===== src/rtl/lurl_pkg.sv =====
// Package for the longest unique run length block.
// Holds the default parameter values and the fixed widths of the channel payloads.
// No dependencies.
package lurl_pkg;

    localparam int POSITION_BITS_DEFAULT = 16;
    localparam int SYMBOL_BITS_DEFAULT   = 8;

    localparam int SYMBOL_WIDTH = 8;
    localparam int LENGTH_WIDTH = 17;

    localparam logic [LENGTH_WIDTH-1:0] LENGTH_MAX = 17'h1FFFF;

    typedef logic [SYMBOL_WIDTH-1:0] symbol_t;
    typedef logic [LENGTH_WIDTH-1:0] length_t;

endpackage


===== src/rtl/lurl_if.sv =====
// Valid/ready channel interfaces of the longest unique run length block.
// Depends on lurl_pkg for the payload types.
interface lurl_in_if;
    logic              valid;
    logic              ready;
    lurl_pkg::symbol_t symbol;
    logic              last_symbol;

    modport source (output valid, output symbol, output last_symbol, input ready);
    modport sink (input valid, input symbol, input last_symbol, output ready);
endinterface

interface lurl_out_if;
    logic              valid;
    logic              ready;
    lurl_pkg::length_t longest_length;
    logic              overflow;

    modport source (output valid, output longest_length, output overflow, input ready);
    modport sink (input valid, input longest_length, input overflow, output ready);
endinterface


===== src/rtl/longest_unique_run_length_top.sv =====
// Top level of the longest unique run length block.
// Depends on lurl_pkg, the channel interfaces in lurl_if and the RAM lurl_pos_ram.
//
//   Channel   Direction   Payload                        Transfer when
//   in_ch     sink        symbol[7:0], last_symbol       valid && ready
//   out_ch    source      longest_length[16:0], overflow valid && ready
//
// Flow: one byte is taken every cycle unless the input is stalled as below. A byte
// waits in the lookup stage for the position RAM read issued at its transfer; its result,
// if it is the final byte, then goes into the output register.
// Reset: all control state and the seen bits clear at once; no clearing pass is run.
// Stalls: a held output only stops the input when a final byte reaches the lookup
// stage while the output register is still full.
//
// The block tracks a sliding window over the string. For every symbol value it keeps a
// seen bit in flip-flops and the position of its last occurrence in a RAM. When a
// symbol repeats inside the window, the window start moves just past the previous
// occurrence, and the best window length is updated. On the final byte the best length
// is sent out, clamped to the field width, together with the overflow flag, and the
// string state is cleared.
//
// The RAM read for a byte is issued at the byte's transfer. The byte in the lookup stage
// may write the same entry at that very edge, and the RAM then returns the older value,
// so that write is captured in a forwarding register and takes precedence in the
// lookup. No other write can fall between a read and its use, since only the lookup
// stage writes the RAM.
module longest_unique_run_length_top #(
    parameter int POSITION_BITS = lurl_pkg::POSITION_BITS_DEFAULT,
    parameter int SYMBOL_BITS   = lurl_pkg::SYMBOL_BITS_DEFAULT
) (
    input  logic              clk,
    input  logic              rst_n,
    lurl_in_if.sink           in_ch,
    lurl_out_if.source        out_ch
);

    localparam int NUM_SYMBOLS = 2 ** SYMBOL_BITS;
    localparam int COUNT_BITS  = POSITION_BITS + 1;
    // Width wide enough to compare the best length against the field limit.
    localparam int CLAMP_BITS  = (COUNT_BITS > lurl_pkg::LENGTH_WIDTH) ?
                                 COUNT_BITS : lurl_pkg::LENGTH_WIDTH;

    // Handshake terms.
    logic in_accept;
    logic out_free;
    logic stage_go;

    // Lookup stage.
    logic                     stage_valid_reg, stage_valid_next;
    logic [SYMBOL_BITS-1:0]   stage_sym_reg;
    logic                     stage_last_reg;
    logic                     fwd_hit_reg;
    logic [POSITION_BITS-1:0] fwd_pos_reg;
    logic [SYMBOL_BITS-1:0]   in_sym;

    // String state.
    logic [COUNT_BITS-1:0]    count_reg, count_next;
    logic [POSITION_BITS-1:0] win_start_reg, win_start_next;
    logic [COUNT_BITS-1:0]    best_reg, best_next;
    logic                     ovf_reg, ovf_next;
    logic [NUM_SYMBOLS-1:0]   seen_reg, seen_next;

    // Output register.
    logic                     out_valid_reg, out_valid_next;
    lurl_pkg::length_t        out_len_reg;
    logic                     out_ovf_reg;

    // Lookup datapath.
    logic [POSITION_BITS-1:0] ram_rd_data;
    logic [POSITION_BITS-1:0] cur_pos;
    logic [POSITION_BITS-1:0] prev_pos;
    logic [POSITION_BITS-1:0] moved_start;
    logic [COUNT_BITS-1:0]    run_len;
    logic [COUNT_BITS-1:0]    best_upd;
    logic [CLAMP_BITS-1:0]    best_wide;
    lurl_pkg::length_t        len_clamped;
    logic                     has_room;
    logic                     repeat_hit;
    logic                     ram_wr_en;

    assign in_sym    = in_ch.symbol[SYMBOL_BITS-1:0];
    assign in_accept = in_ch.valid && in_ch.ready;
    assign out_free  = !out_valid_reg || out_ch.ready;
    // Only a final byte needs room in the output register.
    assign stage_go  = stage_valid_reg && (!stage_last_reg || out_free);

    assign in_ch.ready = !stage_valid_reg || stage_go;

    lurl_pos_ram #(
        .ADDR_BITS (SYMBOL_BITS),
        .DATA_BITS (POSITION_BITS)
    ) u_pos_ram (
        .clk     (clk),
        .wr_en   (ram_wr_en),
        .wr_addr (stage_sym_reg),
        .wr_data (cur_pos),
        .rd_en   (in_accept),
        .rd_addr (in_sym),
        .rd_data (ram_rd_data)
    );

    // Window update for the byte in the lookup stage.
    always_comb
    begin
        has_room    = !count_reg[POSITION_BITS];
        cur_pos     = count_reg[POSITION_BITS-1:0];
        prev_pos    = fwd_hit_reg ? fwd_pos_reg : ram_rd_data;
        repeat_hit  = seen_reg[stage_sym_reg] && (prev_pos >= win_start_reg);
        moved_start = repeat_hit ? (prev_pos + {{(POSITION_BITS-1){1'b0}}, 1'b1})
                                 : win_start_reg;
        run_len     = {1'b0, cur_pos} - {1'b0, moved_start} + {{POSITION_BITS{1'b0}}, 1'b1};
        best_upd    = (has_room && (run_len > best_reg)) ? run_len : best_reg;
        ram_wr_en   = stage_go && has_room;
        best_wide   = CLAMP_BITS'(best_upd);
        len_clamped = (best_wide > CLAMP_BITS'(lurl_pkg::LENGTH_MAX)) ?
                      lurl_pkg::LENGTH_MAX : best_wide[lurl_pkg::LENGTH_WIDTH-1:0];
    end

    // Next values of the string state.
    always_comb
    begin
        count_next     = count_reg;
        win_start_next = win_start_reg;
        best_next      = best_reg;
        ovf_next       = ovf_reg;
        seen_next      = seen_reg;
        if (stage_go)
        begin
            if (stage_last_reg)
            begin
                count_next     = '0;
                win_start_next = '0;
                best_next      = '0;
                ovf_next       = 1'b0;
                seen_next      = '0;
            end
            else if (has_room)
            begin
                count_next               = count_reg + {{POSITION_BITS{1'b0}}, 1'b1};
                win_start_next           = moved_start;
                best_next                = best_upd;
                seen_next[stage_sym_reg] = 1'b1;
            end
            else
            begin
                ovf_next = 1'b1;
            end
        end
    end

    always_comb
    begin
        if (in_accept)
        begin
            stage_valid_next = 1'b1;
        end
        else if (stage_go)
        begin
            stage_valid_next = 1'b0;
        end
        else
        begin
            stage_valid_next = stage_valid_reg;
        end
    end

    always_comb
    begin
        if (stage_go && stage_last_reg)
        begin
            out_valid_next = 1'b1;
        end
        else if (out_ch.ready)
        begin
            out_valid_next = 1'b0;
        end
        else
        begin
            out_valid_next = out_valid_reg;
        end
    end

    always_ff @(posedge clk or negedge rst_n)
    begin
        if (!rst_n)
        begin
            stage_valid_reg <= 1'b0;
            count_reg       <= '0;
            win_start_reg   <= '0;
            best_reg        <= '0;
            ovf_reg         <= 1'b0;
            seen_reg        <= '0;
            out_valid_reg   <= 1'b0;
        end
        else
        begin
            stage_valid_reg <= stage_valid_next;
            count_reg       <= count_next;
            win_start_reg   <= win_start_next;
            best_reg        <= best_next;
            ovf_reg         <= ovf_next;
            seen_reg        <= seen_next;
            out_valid_reg   <= out_valid_next;
        end
    end

    // Payload registers of the lookup stage, including the forwarded write.
    always_ff @(posedge clk)
    begin
        if (in_accept)
        begin
            stage_sym_reg  <= in_sym;
            stage_last_reg <= in_ch.last_symbol;
            fwd_hit_reg    <= ram_wr_en && (stage_sym_reg == in_sym);
            fwd_pos_reg    <= cur_pos;
        end
    end

    always_ff @(posedge clk)
    begin
        if (stage_go && stage_last_reg)
        begin
            out_len_reg <= len_clamped;
            out_ovf_reg <= ovf_reg || !has_room;
        end
    end

    assign out_ch.valid          = out_valid_reg;
    assign out_ch.longest_length = out_len_reg;
    assign out_ch.overflow       = out_ovf_reg;

endmodule


===== src/rtl/lurl_pos_ram.sv =====
// Simple dual-port RAM holding the last position of each symbol value.
// One write and one registered read per cycle; no dependencies.
module lurl_pos_ram #(
    parameter int ADDR_BITS = 8,
    parameter int DATA_BITS = 16
) (
    input  logic                 clk,
    input  logic                 wr_en,
    input  logic [ADDR_BITS-1:0] wr_addr,
    input  logic [DATA_BITS-1:0] wr_data,
    input  logic                 rd_en,
    input  logic [ADDR_BITS-1:0] rd_addr,
    output logic [DATA_BITS-1:0] rd_data
);

    logic [DATA_BITS-1:0] mem [2**ADDR_BITS];
    logic [DATA_BITS-1:0] rd_data_reg;

    always_ff @(posedge clk)
    begin
        if (wr_en)
        begin
            mem[wr_addr] <= wr_data;
        end
    end

    // Read returns the old contents when the same entry is written in the same cycle.
    always_ff @(posedge clk)
    begin
        if (rd_en)
        begin
            rd_data_reg <= mem[rd_addr];
        end
    end

    assign rd_data = rd_data_reg;

endmodule


===== src/flat_wrapper.sv =====
// flat-port wrapper written by rule: the top's interface ports become plain ports
module longest_unique_run_length_top_flat 
#(
    parameter int POSITION_BITS = lurl_pkg::POSITION_BITS_DEFAULT,
    parameter int SYMBOL_BITS   = lurl_pkg::SYMBOL_BITS_DEFAULT
)
  (clk, rst_n, in_ch_valid, in_ch_symbol, in_ch_last_symbol, in_ch_ready, out_ch_valid, out_ch_longest_length, out_ch_overflow, out_ch_ready);
  lurl_in_if in_ch_i ();
  lurl_out_if out_ch_i ();
  input  logic clk;
  input  logic rst_n;
  input wire logic [$bits(in_ch_i.valid)-1:0] in_ch_valid;
  input wire logic [$bits(in_ch_i.symbol)-1:0] in_ch_symbol;
  input wire logic [$bits(in_ch_i.last_symbol)-1:0] in_ch_last_symbol;
  output wire logic [$bits(in_ch_i.ready)-1:0] in_ch_ready;
  output wire logic [$bits(out_ch_i.valid)-1:0] out_ch_valid;
  output wire logic [$bits(out_ch_i.longest_length)-1:0] out_ch_longest_length;
  output wire logic [$bits(out_ch_i.overflow)-1:0] out_ch_overflow;
  input wire logic [$bits(out_ch_i.ready)-1:0] out_ch_ready;
  assign in_ch_i.valid = in_ch_valid;
  assign in_ch_i.symbol = in_ch_symbol;
  assign in_ch_i.last_symbol = in_ch_last_symbol;
  assign in_ch_ready = in_ch_i.ready;
  assign out_ch_valid = out_ch_i.valid;
  assign out_ch_longest_length = out_ch_i.longest_length;
  assign out_ch_overflow = out_ch_i.overflow;
  assign out_ch_i.ready = out_ch_ready;
  longest_unique_run_length_top #(.POSITION_BITS(POSITION_BITS), .SYMBOL_BITS(SYMBOL_BITS)) u_core (.clk(clk), .rst_n(rst_n), .in_ch(in_ch_i), .out_ch(out_ch_i));
endmodule

===== config.mk =====
export PLATFORM = sky130hd
export DESIGN_NAME = longest_unique_run_length_top_flat
export DESIGN_NICKNAME = d
export VERILOG_FILES = /design/src/rtl/lurl_pkg.sv /design/src/rtl/lurl_if.sv /design/src/rtl/longest_unique_run_length_top.sv /design/src/rtl/lurl_pos_ram.sv /design/src/flat_wrapper.sv
export SDC_FILE = /design/constraint.sdc
export NUM_CORES = 2
export LEC_CHECK = 0
export BUFFER_PORTS_ARGS = -buffer_cell sky130_fd_sc_hd__buf_4
export CORE_ASPECT_RATIO = 1.25
export CORE_MARGIN = 5
export CORE_UTILIZATION = 60
export DETAILED_ROUTE_END_ITERATION = 10
export PLACE_DENSITY = 0.76
export SETUP_SLACK_MARGIN = 0.15
export SLEW_MARGIN = 5
export SYNTH_ARGS = -nofsm -noshare
export SYNTH_HDL_FRONTEND = slang
export SYNTH_HIERARCHICAL = 1
export SYNTH_SLANG_ARGS = --single-unit
export TNS_END_PERCENT = 1

===== constraint.sdc =====
create_clock -name clk -period 18.55 [get_ports clk]
set_clock_uncertainty 0.05 [all_clocks]
set_input_delay 4.6375 -clock clk [delete_from_list [all_inputs] [get_ports clk]]
set_output_delay 4.6375 -clock clk [all_outputs]
set_load 0.03 [all_outputs]

# After elaboration in Yosys (flattened, before gate mapping)
# Memories as Yosys holds them, arrays and structs flattened. A register that Yosys moved wholly into a read port is not among the register bits.
# Index checks and enable logic that the tools add are counted.
# op_classes
addsub	4
mul	0
n_div	0
n_lt_le_gt_ge	5
n_eq_ne	2
shifts	0
n_mux	23
bitwise	1
n_reduce_logical	21
# op_table
op	n
$mux W256	2
$or A256 B256 Y256	1
$mux W17	5
$mux W16	4
$add A17 B1 Y17 const B	2
$gt A17 B17 Y1	1
$gt A17 B17 Y1 const B	1
$sub A16 B16 Y17	1
$add A16 B1 Y16 const B	1
$ge A16 B16 Y1	1
$mux W1	10
$lt A8 B9 Y1 const B	1
$bmux W1 S8	1
$demux W1 S8	1
$eq A8 B8 Y1	1
$ge A8 B1 Y1 const B	1
$logic_and A1 B1 Y1	8
$reduce_bool A2 Y1	3
$logic_not A1 Y1	4
$logic_or A1 B1 Y1	4
$reduce_and A2 Y1	2
$ne A2 B1 Y1 const B	1
# word_totals
ff_bits	353
latchBits	0
ram_bits	4096
mem_bits_ro	0
input_bits	13
word_cells	71
mem_count	1
# memory_table
name	words	word_bits	read_ports	rd_clocked_by_memory_dff	wr	line_no	text
u_core.u_pos_ram.mem	256	16	1	1	1	lurl_pos_ram.sv:16	logic [DATA_BITS-1:0] mem [2**ADDR_BITS];

# Longest topological paths before layout
# logic_depth
depth_word	11
mapped_depth	35
depth_no_buf	31

# Modules after synthesis
# The synthesis kept the hierarchy.
# by_module_without_submodules
module	instances	cells_each	area_per_inst_um2	seq_area_each_um2
lurl_pos_ram	1	7360	158874.9	123478.4
longest_unique_run_length_top	1	1623	17440.5	9053.7

# Worst setup path after synthesis
# Ideal clock, no wire load.
# synth_path
path_type	in2out
startpoint	input port out_ch_ready
endpoint	output port in_ch_ready
arrival_ns	5.047
slack_ns	8.815
cell_stages	1
path_buffers	0
cell_sequence	nand4b_1
# synth_between
elab_chain_len	4
# synth_rtl
element	line_no	text
from (decl)	flat_wrapper.sv:19	input wire logic [$bits(out_ch_i.ready)-1:0] out_ch_ready;
$logic_or A1 B1 Y1	longest_unique_run_length_top.sv:83	assign out_free = !out_valid_reg || out_ch.ready;
$logic_or A1 B1 Y1	longest_unique_run_length_top.sv:85	assign stage_go = stage_valid_reg && (!stage_last_reg || out_free);
$logic_and A1 B1 Y1	longest_unique_run_length_top.sv:85	
$logic_or A1 B1 Y1	longest_unique_run_length_top.sv:87	assign in_ch.ready = !stage_valid_reg || stage_go;
to (decl)	flat_wrapper.sv:15	output wire logic [$bits(in_ch_i.ready)-1:0] in_ch_ready;
# No other way between the ends.

# Final worst setup path
# Ends and elaborated chain as after synthesis.

==> results by group <==
Finish
  • Area grow syn2layout: 10.8%
  • Register area: 133000 sq um
  • Area of the multi-input gates: just over 40000 sq um
  • Final nets: about 9400
  • Most common cell after layout, fill and taps aside: edfxtp_1
  • Share of cells above drive strength 1: 22.0%
  • Most frequent cells in the layout: edfxtp_1 (4156), mux4_2 (863), mux2i_1 (602), nor2_1 (559), a21oi_1 (451)
  • Max reg flops: 4096
  • Filler cells: 17980

Floorplanning
  • DIE WIDTH: 495 um
  • Starting Density: 60.3%
  • Core ar.: 292000 sq um
  • DIE AREA: a little over 300000 sq um
  • Die Y: 616 um
  • IO Pins: 33
  • Cell Rows: around 220

GRT
  • Global-route wire length before repair: 666000 um
  • Grt total ovfl: 0
  • Vias in the first global route: 93280
  • Met3 Usage GRT: 6.66%
  • Initial antenna violation count: 29
  • Met1 Use GR: 41.6%
  • Largest net degree at the start of global routing: 212
  • Top Usage Layer GRT: met2
  • Gr usage total: 30.3%
  • Met2 GRT Util: 47.4%

Placed design
  • Gpl congestion: 0.886
  • Dpl ws: 8550 ps
  • HPWL after DPL: roughly 260000 um
  • Port-buffer cells: 32

Critical path
  • Worst Path Arrival: 5210 ps
  • Buf/Inv on CP: 2
  • Worst path max stage delay: 230 ps
  • Crit path max fanout: 3
  • Required @ worst endpoint: 13860 ps
  • Startpoint types: input port
  • Slowest CP cell: nand4b_1
  • CP delay by family, top: buffers and inverters
  • Critical path's most frequent cell: buf_4
  • CP cell instances: buf_4 > nand4b_1 > buf_4
  • Worst setup path class: input port to output port
  • Critical path capture point type: output port

STA
  • Setup TNS: 0 ps
  • Setup violators final: 0
  • Hold Vio Cnt, Final: 0
  • RSZ-0062 raised after global routing: false
  • Worst-margin pin slew: ~1400 ps
  • Crit share post-route: 53.3%
  • Clock period minus worst slack: 9890 ps
  • Relative slew margins: around 4%
  • Final WS setup: around 8700 ps
  • Slew Viols, Final: 0
  • Maximum clock rate: just over 100 MHz

Clock network
  • Post-CTS Resized: 0
  • Cts-stage hold buffer count: 0
  • Clock sink count: 4465
  • Worst skew pair latency: 920 ps
  • CTS Buffer Depth: 4
  • CTS tree: yes
  • Clock slew at reported path FFs: roughly 60 ps
  • CTS Root Cell: clkbuf_16
  • Setup bufs post-CTS: 0
  • H-tree depth: 5
  • Num CTS Buffers: 410

Synth
  • Synthesized cell area: 176000 sq um
  • Syn Nets: 9063
  • Ranking of synthesized cells by area: edfxtp_1 (71%), mux4_2 (11%), dfrtp_1 (4.4%)
  • Synthesized area per cell: 19.6 sq um
  • Post-synthesis cell count: roughly 9000
  • Synthesized flop and latch total: 4465
  • Leading area contributor after synthesis: edfxtp_1
  • Synth top area share: 70.8%
  • Ys Warns: 6
  • Ys flop type: edfxtp_1
  • EDFF count, synth: 4156
  • Register area share after synthesis: 75.2%
  • Asr flop ratio synth: 6.92%
  • Synth unique cells: 74

Power and ir drop
  • Final Power: 20700 uW
  • Clk pwr share: 40.8%
  • Net switching power: 4470 uW
  • Gate power share: 5.6%
  • Part of the power in registers: a little over half
  • P_int: 16200 uW
  • Leakage Power: 0.0713 uW
  • P per Cell Area: 106 nW/um^2
  • Sw frac: 21.6%
  • Worst IR drop on VDD: slightly above 0.00008 V

Detailed routing
  • Via density: 6.95
  • Drt first-iter violations: 14457
  • Total Wirelength: 462000 um
  • Routed vias: 94106
  • Residual DRC: 0
  • Post-route ant nets: 0
  • Wire per inst: ~34 um
  • Pre-Repair DR Iteration Count: 8

Flow run
  • Max_cap viols: 0

Status
  • Outcome: finished, final reports clean

Hold path
  • Worst Hold Class: flop to flop
==> power by group through the flow <==
stage	logic, uW	registers, uW	clock network [uW]
after floorplan	708	11400	0
after global placement	1140	11300	0
final	1170	11100	8450
after global routing	1250	11100	8970
after CTS	1160	11100	8520
after detailed placement	1150	11300	0
==> cell type report <==
type                    count  area share (%)
diodes                     24          0.0307
multi-input cells        3898            20.8
repair buffers            433            1.79
inverters                  62           0.126
clock inverters           231            1.23
well taps                3920            2.51
flip-flops and latches   4465            67.9
clock buffers             511            5.60
==> through the flow <==
stage	util [%]	hold slack [ps]	cells	area, sq um
2_1_floorplan	-	406	8983	176000
3_3_place_gp	62.2	421	12778	182000
3_5_place_dp	62.2	427	12778	182000
4_1_cts	66.8	442	13520	195000
5_1_grt	66.8	451	13523	195000
6_report	66.8	436	13544	195000
==> Yosys cell counts (8+ instances only) <==
cell / count
and2_1: 10
buf_8: 11
nand2_1: 76
mux2_2: 97
buf_4: 28
nand4_1: 43
o32ai_1: 20
mux4_2: 863
nor3_1: 129
and3_1: 17
xnor2_1: 36
or2_2: 9
o31ai_1: 17
nor4_1: 19
dfrtp_1: 309
nand2b_1: 14
buf_6: 86
buf_2: 87
ha_1: 66
nor2b_1: 18
nor2_1: 611
o221ai_1: 252
buf_1: 28
o21ai_0: 61
a221oi_1: 28
edfxtp_1: 4156
a22oi_1: 65
a21o_1: 15
nand3_1: 47
a31oi_1: 8
inv_1: 61
clkbuf_1: 313
mux2i_1: 602
o22ai_1: 151
a32o_1: 17
a211oi_1: 22
a21oi_1: 451
xor2_1: 11
a22o_1: 48
==> layer usage <==
layer,routed length (um),vias to the layer above
li1,-,37614
met4,24100,10
met1,161000,48536
met2,221000,6794
met3,56600,1152
met5,57,-
==> cells by family (layout without fill, tap and decap cells) <==
kind of cell             Yosys count  in the layout  synth area share, %
adder cells (fa/ha/maj)           67             67                0.480
other                              0             24                    0
flip-flops                      4465           4465                 75.2
buffers and inverters            620           1237                 1.92
XOR/XNOR                          47             47                0.233
AO/OA/AOI/OAI                   1195           1195                 4.55
AND/OR/NAND/NOR                 1027           1027                 2.58
multiplexers                    1562           1562                 15.1
==> path summary, 6_finish.rpt <==
check,start,endpoint,slack [ps],cells past startpoint
max,out_ch_ready,in_ch_ready,8660,3
min,u_core/seen_reg[237]$_DFFE_PN0P_,u_core/seen_reg[237]$_DFFE_PN0P_,440,2
max reg2reg,u_core/stage_sym_reg[1]$_DFFE_PP_,u_core/best_reg[7]$_DFFE_PN0P_,9040,29
min reg2reg,u_core/seen_reg[237]$_DFFE_PN0P_,u_core/seen_reg[237]$_DFFE_PN0P_,440,2
max in group asynchronous,rst_n,u_core/count_reg[5]$_DFFE_PN0P_,13060,2
min in group asynchronous,rst_n,u_core/seen_reg[164]$_DFFE_PN0P_,3760,1
==> tightest hold or removal path, cell delays in order, from the launching register on <==
cell and delay, ps:
dfrtp_1 330, a21oi_1 40, nor2_1 70
Power figures use the tool's default switching activity.
